===== config.mk =====
export PLATFORM = sky130hd
export DESIGN_NAME = multichannel_moving_average_outlier
export DESIGN_NICKNAME = d
export VERILOG_FILES = /design/src/design/mmao_pkg.sv /design/src/design/mmao_queue.sv /design/src/design/mmao_front.sv /design/src/design/mmao_back.sv /design/src/design/multichannel_moving_average_outlier.sv
export SDC_FILE = /design/constraint.sdc
export NUM_CORES = 2
export LEC_CHECK = 0
export ABC_AREA = 1
export ABC_CLOCK_PERIOD_IN_PS = 5110
export BUFFER_PORTS_ARGS = -buffer_cell sky130_fd_sc_hd__buf_4
export CAP_MARGIN = 20
export CORE_ASPECT_RATIO = 2
export CORE_MARGIN = 3
export CORE_UTILIZATION = 24
export CTS_BUF_LIST = sky130_fd_sc_hd__clkbuf_8
export DETAILED_ROUTE_END_ITERATION = 10
export GPL_TIMING_DRIVEN = 0
export SLEW_MARGIN = 20
export SYNTH_ARGS = -nofsm -noshare
export SYNTH_HDL_FRONTEND = slang
export SYNTH_HIERARCHICAL = 1
export SYNTH_SLANG_ARGS = --single-unit

===== constraint.sdc =====
create_clock -name clk -period 5.11 [get_ports clk]
set_input_delay 1.533 -clock clk [delete_from_list [all_inputs] [get_ports clk]]
set_output_delay 1.533 -clock clk [all_outputs]
set_load 0.05 [all_outputs]

===== src/design/mmao_pkg.sv =====
// Shared types, constants and helpers of the moving-average outlier filter.
package mmao_pkg;

  localparam int LANES       = 4;
  localparam int SAMPLE_BITS = 16;
  localparam int LCNT_W      = 3;
  localparam int MAX_WINDOW_DEF = 16;
  localparam int QDEPTH      = 2;

  localparam int WL_REG_W    = 5;
  localparam logic [WL_REG_W-1:0] WL_RESET = 5'd8;
  localparam logic [LCNT_W-1:0]   NL_RESET = 3'd4;

  localparam int CFG_DATA_W  = 32;
  localparam int CFG_ADDR_W  = 3;

  // register index codes (paddr[2])
  localparam logic REG_WINDOW = 1'b0;
  localparam logic REG_LANES  = 1'b1;

  typedef logic [LANES-1:0][SAMPLE_BITS-1:0] lane_vec_t;

  typedef struct packed {
    logic signed [SAMPLE_BITS-1:0] sample_0;
    logic signed [SAMPLE_BITS-1:0] sample_1;
    logic signed [SAMPLE_BITS-1:0] sample_2;
    logic signed [SAMPLE_BITS-1:0] sample_3;
    logic        [LCNT_W-1:0]      lane_count;
  } in_item_t;

  typedef struct packed {
    logic signed [SAMPLE_BITS-1:0] out_0;
    logic signed [SAMPLE_BITS-1:0] out_1;
    logic signed [SAMPLE_BITS-1:0] out_2;
    logic signed [SAMPLE_BITS-1:0] out_3;
    logic                          status;
  } out_item_t;

  // classified item handed from front to back
  typedef struct packed {
    lane_vec_t          smp;
    logic [LCNT_W-1:0]  count;
    logic               err;
  } cmd_t;

  function automatic lane_vec_t unpack_in(input in_item_t d);
    lane_vec_t v;
    v[0] = d.sample_0;
    v[1] = d.sample_1;
    v[2] = d.sample_2;
    v[3] = d.sample_3;
    return v;
  endfunction

  function automatic out_item_t pack_out(input lane_vec_t v, input logic st);
    out_item_t o;
    o.out_0  = v[0];
    o.out_1  = v[1];
    o.out_2  = v[2];
    o.out_3  = v[3];
    o.status = st;
    return o;
  endfunction

endpackage


===== src/design/mmao_queue.sv =====
// Small FIFO between pipeline sections.
module mmao_queue #(
  parameter int W     = 1,
  parameter int DEPTH = 2
) (
  input  logic         clk,
  input  logic         rst_n,
  input  logic         push,
  input  logic [W-1:0] wdata,
  output logic         full,
  input  logic         pop,
  output logic [W-1:0] rdata,
  output logic         empty
);
  localparam int PTR_W = (DEPTH > 1) ? $clog2(DEPTH) : 1;
  localparam int CNT_W = $clog2(DEPTH + 1);

  logic [W-1:0]     ent_r [DEPTH];
  logic [PTR_W-1:0] wr_ptr_r, rd_ptr_r;
  logic [CNT_W-1:0] cnt_r;
  logic             do_push, do_pop;

  assign full    = (cnt_r == CNT_W'(DEPTH));
  assign empty   = (cnt_r == '0);
  assign do_push = push && !full;
  assign do_pop  = pop && !empty;
  assign rdata   = ent_r[rd_ptr_r];

  always_ff @(posedge clk) begin
    if (do_push) begin
      ent_r[wr_ptr_r] <= wdata;
    end
  end

  always_ff @(posedge clk) begin
    if (!rst_n) begin
      wr_ptr_r <= '0;
      rd_ptr_r <= '0;
      cnt_r    <= '0;
    end else begin
      if (do_push) begin
        wr_ptr_r <= (wr_ptr_r == PTR_W'(DEPTH - 1)) ? '0 : wr_ptr_r + 1'b1;
      end
      if (do_pop) begin
        rd_ptr_r <= (rd_ptr_r == PTR_W'(DEPTH - 1)) ? '0 : rd_ptr_r + 1'b1;
      end
      if (do_push && !do_pop) begin
        cnt_r <= cnt_r + 1'b1;
      end else if (do_pop && !do_push) begin
        cnt_r <= cnt_r - 1'b1;
      end
    end
  end

endmodule


===== src/design/mmao_front.sv =====
// Input stage: checks the lane count and builds the command for the back end.
module mmao_front (
  input  logic                    in_push,
  input  mmao_pkg::in_item_t      in_data,
  output logic                    in_full,
  input  logic [mmao_pkg::LCNT_W-1:0] nl_eff,
  input  logic                    q_full,
  output logic                    q_push,
  output mmao_pkg::cmd_t          q_data
);
  import mmao_pkg::*;

  assign in_full = q_full;
  assign q_push  = in_push && !q_full;

  always_comb begin
    q_data.smp   = unpack_in(in_data);
    q_data.count = in_data.lane_count;
    q_data.err   = (in_data.lane_count > nl_eff);
  end

endmodule


===== src/design/mmao_back.sv =====
// Back end: window store, outlier substitution, window sums and averaging divide.
module mmao_back #(
  parameter int MAX_WINDOW = mmao_pkg::MAX_WINDOW_DEF
) (
  input  logic                              clk,
  input  logic                              rst_n,
  input  logic                              clr,
  input  logic [$clog2(MAX_WINDOW+1)-1:0]   wl_eff,
  input  logic [mmao_pkg::LCNT_W-1:0]       nl_eff,
  input  logic                              cmd_empty,
  input  mmao_pkg::cmd_t                    cmd_data,
  output logic                              cmd_pop,
  input  logic                              res_full,
  output logic                              res_push,
  output mmao_pkg::out_item_t               res_data
);
  import mmao_pkg::*;

  localparam int IDX_W  = (MAX_WINDOW > 1) ? $clog2(MAX_WINDOW) : 1;
  localparam int WL_W   = $clog2(MAX_WINDOW + 1);
  localparam int SUM_W  = SAMPLE_BITS + $clog2(MAX_WINDOW) + 1;
  localparam int MAG_W  = SUM_W - 1;
  localparam int DCNT_W = $clog2(MAG_W + 1);
  localparam int ROW_W  = LANES * SAMPLE_BITS;
  localparam int EXT_W  = SAMPLE_BITS + 2;

  localparam logic [2:0] ST_IDLE  = 3'd0;
  localparam logic [2:0] ST_MERGE = 3'd1;
  localparam logic [2:0] ST_SUM   = 3'd2;
  localparam logic [2:0] ST_DRAIN = 3'd3;
  localparam logic [2:0] ST_PREP  = 3'd4;
  localparam logic [2:0] ST_DIV   = 3'd5;
  localparam logic [2:0] ST_DONE  = 3'd6;

  logic [2:0]              state_r, state_nxt;
  cmd_t                    cmd_r;
  out_item_t               res_r;

  logic [ROW_W-1:0]        mem [MAX_WINDOW];
  logic [MAX_WINDOW-1:0]   vld_r;
  logic [ROW_W-1:0]        rd_data_r;
  logic                    rd_vld_r;
  logic [IDX_W-1:0]        rd_addr;
  logic                    mem_we;
  logic [ROW_W-1:0]        row_new;
  lane_vec_t               out_lanes;

  logic [IDX_W-1:0]        idx_r, j_r;
  logic                    ready_r, pend_r;
  logic [SAMPLE_BITS-1:0]  avg_r [LANES];
  logic signed [SUM_W-1:0] acc_r [LANES];
  logic [MAG_W-1:0]        mag_r [LANES];
  logic [WL_W-1:0]         rem_r [LANES];
  logic [LANES-1:0]        neg_r;
  logic [DCNT_W-1:0]       dcnt_r;

  logic                    sum_last;
  logic [WL_W:0]           idx_inc;
  logic                    idx_wrap;

  assign sum_last = (WL_W'(j_r) == wl_eff - 1'b1);
  assign idx_inc  = {1'b0, WL_W'(idx_r)} + 1'b1;
  assign idx_wrap = (idx_inc >= {1'b0, wl_eff});

  assign cmd_pop  = (state_r == ST_IDLE) && !cmd_empty && !res_full;
  assign res_push = (state_r == ST_DONE);
  assign res_data = res_r;
  assign rd_addr  = (state_r == ST_IDLE) ? idx_r : j_r;
  assign mem_we   = (state_r == ST_MERGE);

  // merge new samples into the old row and decide substitution per lane
  always_comb begin
    logic [SAMPLE_BITS-1:0] old_s, x, a;
    logic signed [EXT_W-1:0] x2, a1, a3;
    logic in_lane;
    row_new   = '0;
    out_lanes = cmd_r.smp;
    for (int i = 0; i < LANES; i++) begin
      old_s   = rd_vld_r ? rd_data_r[i*SAMPLE_BITS +: SAMPLE_BITS] : '0;
      x       = cmd_r.smp[i];
      a       = avg_r[i];
      in_lane = (LCNT_W'(i) < cmd_r.count) && (x != '0);
      x2      = $signed({x[SAMPLE_BITS-1], x, 1'b0});
      a1      = $signed({{2{a[SAMPLE_BITS-1]}}, a});
      a3      = a1 + $signed({a[SAMPLE_BITS-1], a, 1'b0});
      row_new[i*SAMPLE_BITS +: SAMPLE_BITS] = in_lane ? x : old_s;
      if (in_lane && ready_r && (x2 > a1) && (x2 < a3)) begin
        out_lanes[i] = a;
      end
    end
  end

  always_comb begin
    state_nxt = state_r;
    case (state_r)
      ST_IDLE: begin
        if (cmd_pop) begin
          state_nxt = cmd_data.err ? ST_DONE : ST_MERGE;
        end
      end
      ST_MERGE: state_nxt = ST_SUM;
      ST_SUM:   state_nxt = sum_last ? ST_DRAIN : ST_SUM;
      ST_DRAIN: state_nxt = ST_PREP;
      ST_PREP:  state_nxt = ST_DIV;
      ST_DIV:   state_nxt = (dcnt_r == DCNT_W'(1)) ? ST_DONE : ST_DIV;
      ST_DONE:  state_nxt = ST_IDLE;
      default:  state_nxt = ST_IDLE;
    endcase
  end

  // window memory, one row per index, all lanes side by side
  always_ff @(posedge clk) begin
    if (mem_we) begin
      mem[idx_r] <= row_new;
    end
    rd_data_r <= mem[rd_addr];
  end

  always_ff @(posedge clk) begin
    if (!rst_n) begin
      state_r  <= ST_IDLE;
      vld_r    <= '0;
      rd_vld_r <= 1'b0;
      idx_r    <= '0;
      ready_r  <= 1'b0;
      pend_r   <= 1'b0;
      for (int i = 0; i < LANES; i++) begin
        avg_r[i] <= '0;
      end
    end else if (clr) begin
      state_r  <= ST_IDLE;
      vld_r    <= '0;
      rd_vld_r <= 1'b0;
      idx_r    <= '0;
      ready_r  <= 1'b0;
      pend_r   <= 1'b0;
      for (int i = 0; i < LANES; i++) begin
        avg_r[i] <= '0;
      end
    end else begin
      state_r  <= state_nxt;
      rd_vld_r <= vld_r[rd_addr];
      pend_r   <= (state_r == ST_SUM);
      if (mem_we) begin
        vld_r[idx_r] <= 1'b1;
      end
      if ((state_r == ST_DONE) && !cmd_r.err) begin
        idx_r <= idx_wrap ? '0 : IDX_W'(idx_inc);
        if (idx_wrap) begin
          ready_r <= 1'b1;
        end
        for (int i = 0; i < LANES; i++) begin
          if (LCNT_W'(i) < nl_eff) begin
            avg_r[i] <= neg_r[i] ? SAMPLE_BITS'(-mag_r[i]) : SAMPLE_BITS'(mag_r[i]);
          end
        end
      end
    end
  end

  // datapath: item latch, accumulation and shift-subtract divide
  always_ff @(posedge clk) begin
    logic [WL_W:0] part;
    if (cmd_pop) begin
      cmd_r <= cmd_data;
      res_r <= pack_out(cmd_data.smp, 1'b1);
    end
    if (state_r == ST_MERGE) begin
      res_r <= pack_out(out_lanes, 1'b0);
      j_r   <= '0;
      for (int i = 0; i < LANES; i++) begin
        acc_r[i] <= '0;
      end
    end
    if (state_r == ST_SUM) begin
      j_r <= j_r + 1'b1;
    end
    if (pend_r && rd_vld_r) begin
      for (int i = 0; i < LANES; i++) begin
        acc_r[i] <= acc_r[i] + SUM_W'($signed(rd_data_r[i*SAMPLE_BITS +: SAMPLE_BITS]));
      end
    end
    if (state_r == ST_PREP) begin
      dcnt_r <= DCNT_W'(MAG_W);
      for (int i = 0; i < LANES; i++) begin
        neg_r[i] <= acc_r[i][SUM_W-1];
        mag_r[i] <= acc_r[i][SUM_W-1] ? MAG_W'(-acc_r[i]) : MAG_W'(acc_r[i]);
        rem_r[i] <= '0;
      end
    end
    if (state_r == ST_DIV) begin
      dcnt_r <= dcnt_r - 1'b1;
      for (int i = 0; i < LANES; i++) begin
        part = {rem_r[i], mag_r[i][MAG_W-1]};
        if (part >= {1'b0, wl_eff}) begin
          rem_r[i] <= WL_W'(part - {1'b0, wl_eff});
          mag_r[i] <= {mag_r[i][MAG_W-2:0], 1'b1};
        end else begin
          rem_r[i] <= WL_W'(part);
          mag_r[i] <= {mag_r[i][MAG_W-2:0], 1'b0};
        end
      end
    end
  end

endmodule


===== src/design/multichannel_moving_average_outlier.sv =====
// Top level: config registers, front end, command and result queues, back end.
//
//  channel   direction  handshake                   payload
//  in_       input      in_push / in_full           in_data   (in_item_t)
//  out_      output     out_pop / out_empty         out_data  (out_item_t)
//  config    APB write  psel penable pwrite pready  paddr, pwdata, prdata
//
// An accepted item with a legal lane count occupies the back end through the
// merge, sum, drain, prep and divide states: one window row is summed per
// cycle over the single memory read port, then a one-bit-per-cycle shift-subtract
// divide per lane. An item with too many lanes skips to the result with its
// samples unchanged and status set. rst_n is synchronous; reset and any config
// write clear the window valid bits, averages and index at once. Two-entry
// queues on both sides let the input keep taking beats while a result waits
// to be popped.
module multichannel_moving_average_outlier #(
  parameter int MAX_WINDOW = mmao_pkg::MAX_WINDOW_DEF
) (
  input  logic                               clk,
  input  logic                               rst_n,
  // input queue side
  input  logic                               in_push,
  input  mmao_pkg::in_item_t                 in_data,
  output logic                               in_full,
  // result queue side
  output logic                               out_empty,
  input  logic                               out_pop,
  output mmao_pkg::out_item_t                out_data,
  // configuration port
  input  logic                               psel,
  input  logic                               penable,
  input  logic                               pwrite,
  input  logic [mmao_pkg::CFG_ADDR_W-1:0]    paddr,
  input  logic [mmao_pkg::CFG_DATA_W-1:0]    pwdata,
  output logic [mmao_pkg::CFG_DATA_W-1:0]    prdata,
  output logic                               pready
);
  import mmao_pkg::*;

  localparam int WL_W = $clog2(MAX_WINDOW + 1);

  logic [WL_REG_W-1:0] wl_r;
  logic [LCNT_W-1:0]   nl_r;
  logic [WL_W-1:0]     wl_eff;
  logic [LCNT_W-1:0]   nl_eff;
  logic                cfg_wr;
  logic                reg_sel;

  logic                cmdq_push, cmdq_full, cmdq_pop, cmdq_empty;
  cmd_t                cmdq_wdata, cmdq_rdata;
  logic                res_push, outq_full;
  out_item_t           res_data;
  logic [$bits(out_item_t)-1:0] outq_rdata;

  // ---------------------------------------------------------------------------
  // Config registers. Register index is paddr[2]; every write also clears the
  // filter state.
  // ---------------------------------------------------------------------------
  assign pready  = 1'b1;
  assign reg_sel = paddr[2];
  assign cfg_wr  = psel && penable && pwrite && pready;

  always_ff @(posedge clk) begin
    if (!rst_n) begin
      wl_r <= WL_RESET;
      nl_r <= NL_RESET;
    end else if (cfg_wr) begin
      case (reg_sel)
        REG_WINDOW: wl_r <= pwdata[WL_REG_W-1:0];
        REG_LANES:  nl_r <= pwdata[LCNT_W-1:0];
        default:    ;
      endcase
    end
  end

  always_comb begin
    case (reg_sel)
      REG_WINDOW: prdata = CFG_DATA_W'(wl_r);
      REG_LANES:  prdata = CFG_DATA_W'(nl_r);
      default:    prdata = '0;
    endcase
  end

  // Out-of-range settings: zero acts as one, too large clamps to the maximum.
  always_comb begin
    if (wl_r == '0) begin
      wl_eff = WL_W'(1);
    end else if (32'(wl_r) > 32'(MAX_WINDOW)) begin
      wl_eff = WL_W'(MAX_WINDOW);
    end else begin
      wl_eff = WL_W'(wl_r);
    end
    if (nl_r == '0) begin
      nl_eff = LCNT_W'(1);
    end else if (32'(nl_r) > 32'(LANES)) begin
      nl_eff = LCNT_W'(LANES);
    end else begin
      nl_eff = nl_r;
    end
  end

  // ---------------------------------------------------------------------------
  // Front end: classify the beat, queue it for the back end
  // ---------------------------------------------------------------------------
  mmao_front u_front (
    .in_push (in_push),
    .in_data (in_data),
    .in_full (in_full),
    .nl_eff  (nl_eff),
    .q_full  (cmdq_full),
    .q_push  (cmdq_push),
    .q_data  (cmdq_wdata)
  );

  mmao_queue #(
    .W     ($bits(cmd_t)),
    .DEPTH (QDEPTH)
  ) u_cmdq (
    .clk   (clk),
    .rst_n (rst_n),
    .push  (cmdq_push),
    .wdata (cmdq_wdata),
    .full  (cmdq_full),
    .pop   (cmdq_pop),
    .rdata (cmdq_rdata),
    .empty (cmdq_empty)
  );

  // ---------------------------------------------------------------------------
  // Back end: one item at a time; it only starts when a result slot is free,
  // so its push never meets a full result queue.
  // ---------------------------------------------------------------------------
  mmao_back #(
    .MAX_WINDOW (MAX_WINDOW)
  ) u_back (
    .clk       (clk),
    .rst_n     (rst_n),
    .clr       (cfg_wr),
    .wl_eff    (wl_eff),
    .nl_eff    (nl_eff),
    .cmd_empty (cmdq_empty),
    .cmd_data  (cmdq_rdata),
    .cmd_pop   (cmdq_pop),
    .res_full  (outq_full),
    .res_push  (res_push),
    .res_data  (res_data)
  );

  mmao_queue #(
    .W     ($bits(out_item_t)),
    .DEPTH (QDEPTH)
  ) u_outq (
    .clk   (clk),
    .rst_n (rst_n),
    .push  (res_push),
    .wdata (res_data),
    .full  (outq_full),
    .pop   (out_pop),
    .rdata (outq_rdata),
    .empty (out_empty)
  );

  assign out_data = out_item_t'(outq_rdata);

`ifndef SYNTH
  // result slot is reserved when the back end starts an item
  a_push_room: assert property (@(posedge clk) disable iff (!rst_n)
    res_push |-> !outq_full)
    else $error("result pushed into full queue");

  a_pop_room: assert property (@(posedge clk) disable iff (!rst_n)
    cmdq_pop |-> !outq_full)
    else $error("item started without a free result slot");

  a_result_seen: assert property (@(posedge clk) disable iff (!rst_n)
    res_push |=> !out_empty)
    else $error("pushed result not visible");
`endif

endmodule

==> impl_metrics.py <==
metrics = {
    "placed_design": {
        "post-dp-hpwl_um": 219000,
        "io_buffers": 87,
        "place.gp.congestion": 0.960,
        "placed_cells": 12404,
        "placed_area_um2": 93400,
    },
    "drt": {
        "final_antenna_net_count": 0,
        "vias": 60773,
        "post_drt_wl_per_cell_um": 22.3,
        "drc": 0,
        "routed_wl_um": 286000,
        "drt_iter0_markers": 5029,
        "vias_per_cell": 4.75,
        "first_pass_iters": 6,
    },
    "floorplan": {
        "core_area_um2": 348000,
        "start_util_pct": 24.2,
        "die_w_um": 425,
        "fp-row-count": 306,
        "pin_count": 209,
        "die_area_um2": 358000,
        "die_h_um": 843,
    },
    "synthesis": {
        "yosys_most_used_dff": "edfxtp_1",
        "netlist_instances": 7541,
        "netlist-cell-type-count": 58,
        "ys_seq_area_share_pct": 62.5,
        "ys.warnings.count": 6,
        "avgSynthCellArea_um2": 11.1,
        "ys_seq_elements": 1792,
        "netlist_area_um2": 84100,
        "synth-edff-count": 1667,
        "postSynth.asyncResetShare_pct": 0,
    },
    "clock_network": {
        "clk_pin_slew_ns": 0.08,
        "ctsRootBufferMaster": "clkbuf_8",
        "hold_buffers": 0,
        "htree_levels": 4,
        "cts_tree": "yes",
        "clk_latency_ns": 1.00,
        "clk_path_buf_depth": 4,
        "cts-resized-gates": 0,
        "post_cts_buffers": 0,
        "clock-sinks": 1792,
        "cts_buffers": 219,
    },
    "power_and_ir_drop": {
        "p_per_area_nw_per_um2": 594,
        "power.leakage_nw": 35.3,
        "power.total_mw": 58.1,
        "ir_worst_vdd_uv": 388,
    },
    "setup_path": {
        "criticalPathCategory": "register to register",
        "crit_path_start_kind": "register",
        "crit_path_end_kind": "register",
        "crit_arrival_ns": 5.50,
        "crit_required_ns": 5.85,
        "cpMaxStageDelayCell": "edfxtp_1",
        "cpPeakStageDelay_ns": 0.49,
        "crit_buf_inv": 3,
        "cpLargestDelayFamily": "simple AND/OR/NAND/NOR gates",
        "crit_top_cell": "nand2_1",
        "crit_path_max_fanout": 10,
    },
    "timing": {
        "finalMaxSlewViolations": 0,
        "min_period_ns": 4.76,
        "worst_slew_pin_slew_ns": 1.31,
        "setup_viol": 0,
        "hold_viol_final": 0,
        "skew_ns": 0.0934,
        "fmax_mhz": 210,
        "post-route-period-util_pct": 93.2,
        "relSlewSlack_pct": 12.7,
        "finalSetupTns_ns": 0,
        "rsz0062_at_grt": "no",
    },
    "grt": {
        "grt_util_all_layers_pct": 15.4,
        "grt-ovfl-total": 0,
        "grt_pass1_wl_um": 407000,
        "grt_pass1_vias": 61889,
        "grt_antenna_before_repair": 4,
        "grt_start_max_net_pins": 52,
    },
    "finish": {
        "final_cells": 12802,
        "fillCellCount": 35916,
        "multi_input_area_um2": 27700,
        "final_net_count": 8432,
        "ff_latch_area_um2": 52600,
        "final_util_pct": 28.1,
        "final_cell_area_um2": 97900,
        "final_layout_size_suffix_gt1_share_pct": 11.9,
        "syn_to_final_growth_pct": 16.5,
    },
    "job": {
        "max_cap_violations": 0,
    },
    "status": {
        "status": "finished, final reports clean",
    },
    "worst_hold_path": {
        "hp-class": "register to register",
    },
}
-- metrics by stage --
stage,setup slack [ns],hold WS (ns)
final,0.347,0.444
after global routing,0.0164,0.443
after CTS,0.285,0.442
after detailed placement,0.200,0.429
after global placement,-3.95,0.423
after floorplan,-0.00930,0.421
-- metal layers --
layer / GRT usage [%] / vias up / share of wire [%]
li1: - / 27852 / -
met3: 1.87 / 968 / 4.9
met4: 14.4 / 2 / 11
met2: 30.0 / 2439 / 54
met5: 0 / - / 0.0045
met1: 13.3 / 29512 / 30
-- worst paths after layout --
path | slack, ns | to | cells after the start | start
hold reg to reg | 0.44 | u_outq/ent_r[0][41] | 0 | u_back/res_data[41]
setup reg to reg | 0.35 | u_back/res_data[44] | 26 | u_back/avg_r[1][1]
hold / removal | 0.44 | u_outq/ent_r[0][41] | 0 | u_back/res_data[41]
setup / recovery | 0.35 | u_back/res_data[44] | 26 | u_back/avg_r[1][1]
-- sequential cells by signal (all words and copies together), names as in the netlist, 2 cells and up, named ones only --
register	cells
nl_r	3
u_back/acc_r	84
u_back/avg_r	64
u_back/cmd_r	68
u_back/dcnt_r	5
u_back/idx_r	4
u_back/j_r	4
u_back/mag_r	80
u_back/mem	1024
u_back/neg_r	4
u_back/rd_data_r	64
u_back/rem_r	20
u_back/res_data	65
u_back/state_r	3
u_back/vld_r	16
u_cmdq/cnt_r	2
u_cmdq/ent_r	136
u_outq/cnt_r	2
u_outq/ent_r	130
wl_r	5
-- where the power goes --
part / switching (mW) / internal (mW)
clock network: 5.49 / 5.35
logic: 18.9 / 6.80
registers: 1.27 / 20.3
total: 25.7 / 32.4
-- kinds of logic after synthesis --
logic type	share of synthesized area [%]
flops	62.5
mux	2.09
fa+ha+maj	4.84
simple gates	11.9
compound gates	12.2
other cells	0.00893
xor+xnor	1.55
buf+inv	4.98
-- cell usage after synthesis, types with 3 or more instances --
| library cell | count | area share, % |
|---|---|---|
| a211oi_1 | 4 | 0.036 |
| a21o_1 | 37 | 0.33 |
| a21oi_1 | 371 | 2.2 |
| a22oi_1 | 3 | 0.027 |
| a31oi_1 | 15 | 0.11 |
| and2_1 | 4 | 0.030 |
| buf_1 | 25 | 0.11 |
| buf_2 | 53 | 0.32 |
| buf_4 | 107 | 0.96 |
| buf_6 | 12 | 0.16 |
| clkbuf_1 | 218 | 0.97 |
| clkbuf_2 | 4 | 0.024 |
| clkinv_1 | 4 | 0.018 |
| dfxtp_1 | 125 | 3.0 |
| edfxtp_1 | 1667 | 60 |
| fa_1 | 12 | 0.29 |
| ha_1 | 306 | 4.6 |
| inv_1 | 527 | 2.4 |
| inv_2 | 6 | 0.027 |
| mux2_2 | 63 | 0.84 |
| mux2_4 | 70 | 1.3 |
| nand2_1 | 974 | 4.3 |
| nand2_2 | 3 | 0.022 |
| nand3_1 | 390 | 2.3 |
| nand3b_1 | 8 | 0.071 |
| nand4_1 | 52 | 0.39 |
| nor2_1 | 893 | 4.0 |
| nor2_2 | 3 | 0.022 |
| nor2_4 | 4 | 0.054 |
| nor3_1 | 45 | 0.27 |
| nor3b_1 | 5 | 0.045 |
| nor4_1 | 10 | 0.074 |
| o211ai_1 | 151 | 1.3 |
| o21a_1 | 11 | 0.098 |
| o21ai_0 | 858 | 5.1 |
| o21ai_1 | 34 | 0.20 |
| o21bai_1 | 79 | 0.71 |
| o221ai_1 | 120 | 1.3 |
| o22ai_1 | 68 | 0.51 |
| o31ai_1 | 12 | 0.11 |
| or2_2 | 15 | 0.11 |
| xnor2_1 | 48 | 0.50 |
| xor2_1 | 101 | 1.1 |
-- area by class of cell --
| cell class | count | share of cell area (%) |
|---|---|---|
| multi-input combinational | 4816 | 28.3 |
| timing repair buffer | 217 | 3.17 |
| sequential | 1792 | 53.7 |
| buffer | 421 | 2.25 |
| clock buffer | 243 | 3.41 |
| inverter | 538 | 2.07 |
| tap | 4620 | 5.90 |
| antenna | 3 | 0.00766 |
| clock inverter | 152 | 1.20 |
-- layout by cell type, fill, tap and decap left out, drive strengths merged, types with 6 or more instances in the layout --
master / instances
fa: 12
a21o: 37
conb: 28
nand3b: 8
or2: 15
mux2: 133
edfxtp: 1667
nand3: 391
clkbuf: 465
inv: 592
o221ai: 120
ha: 306
o211ai: 151
a31oi: 15
o21bai: 79
nor2: 900
nand4: 52
xor2: 101
buf: 416
o21ai: 896
xnor2: 48
o22ai: 68
and2: 6
clkinv: 77
nor3: 47
o21a: 11
bufinv: 19
o31ai: 12
nor4: 12
nand2: 978
a21oi: 372
dfxtp: 125
No activity file was read; power rests on OpenSTA's default activity.
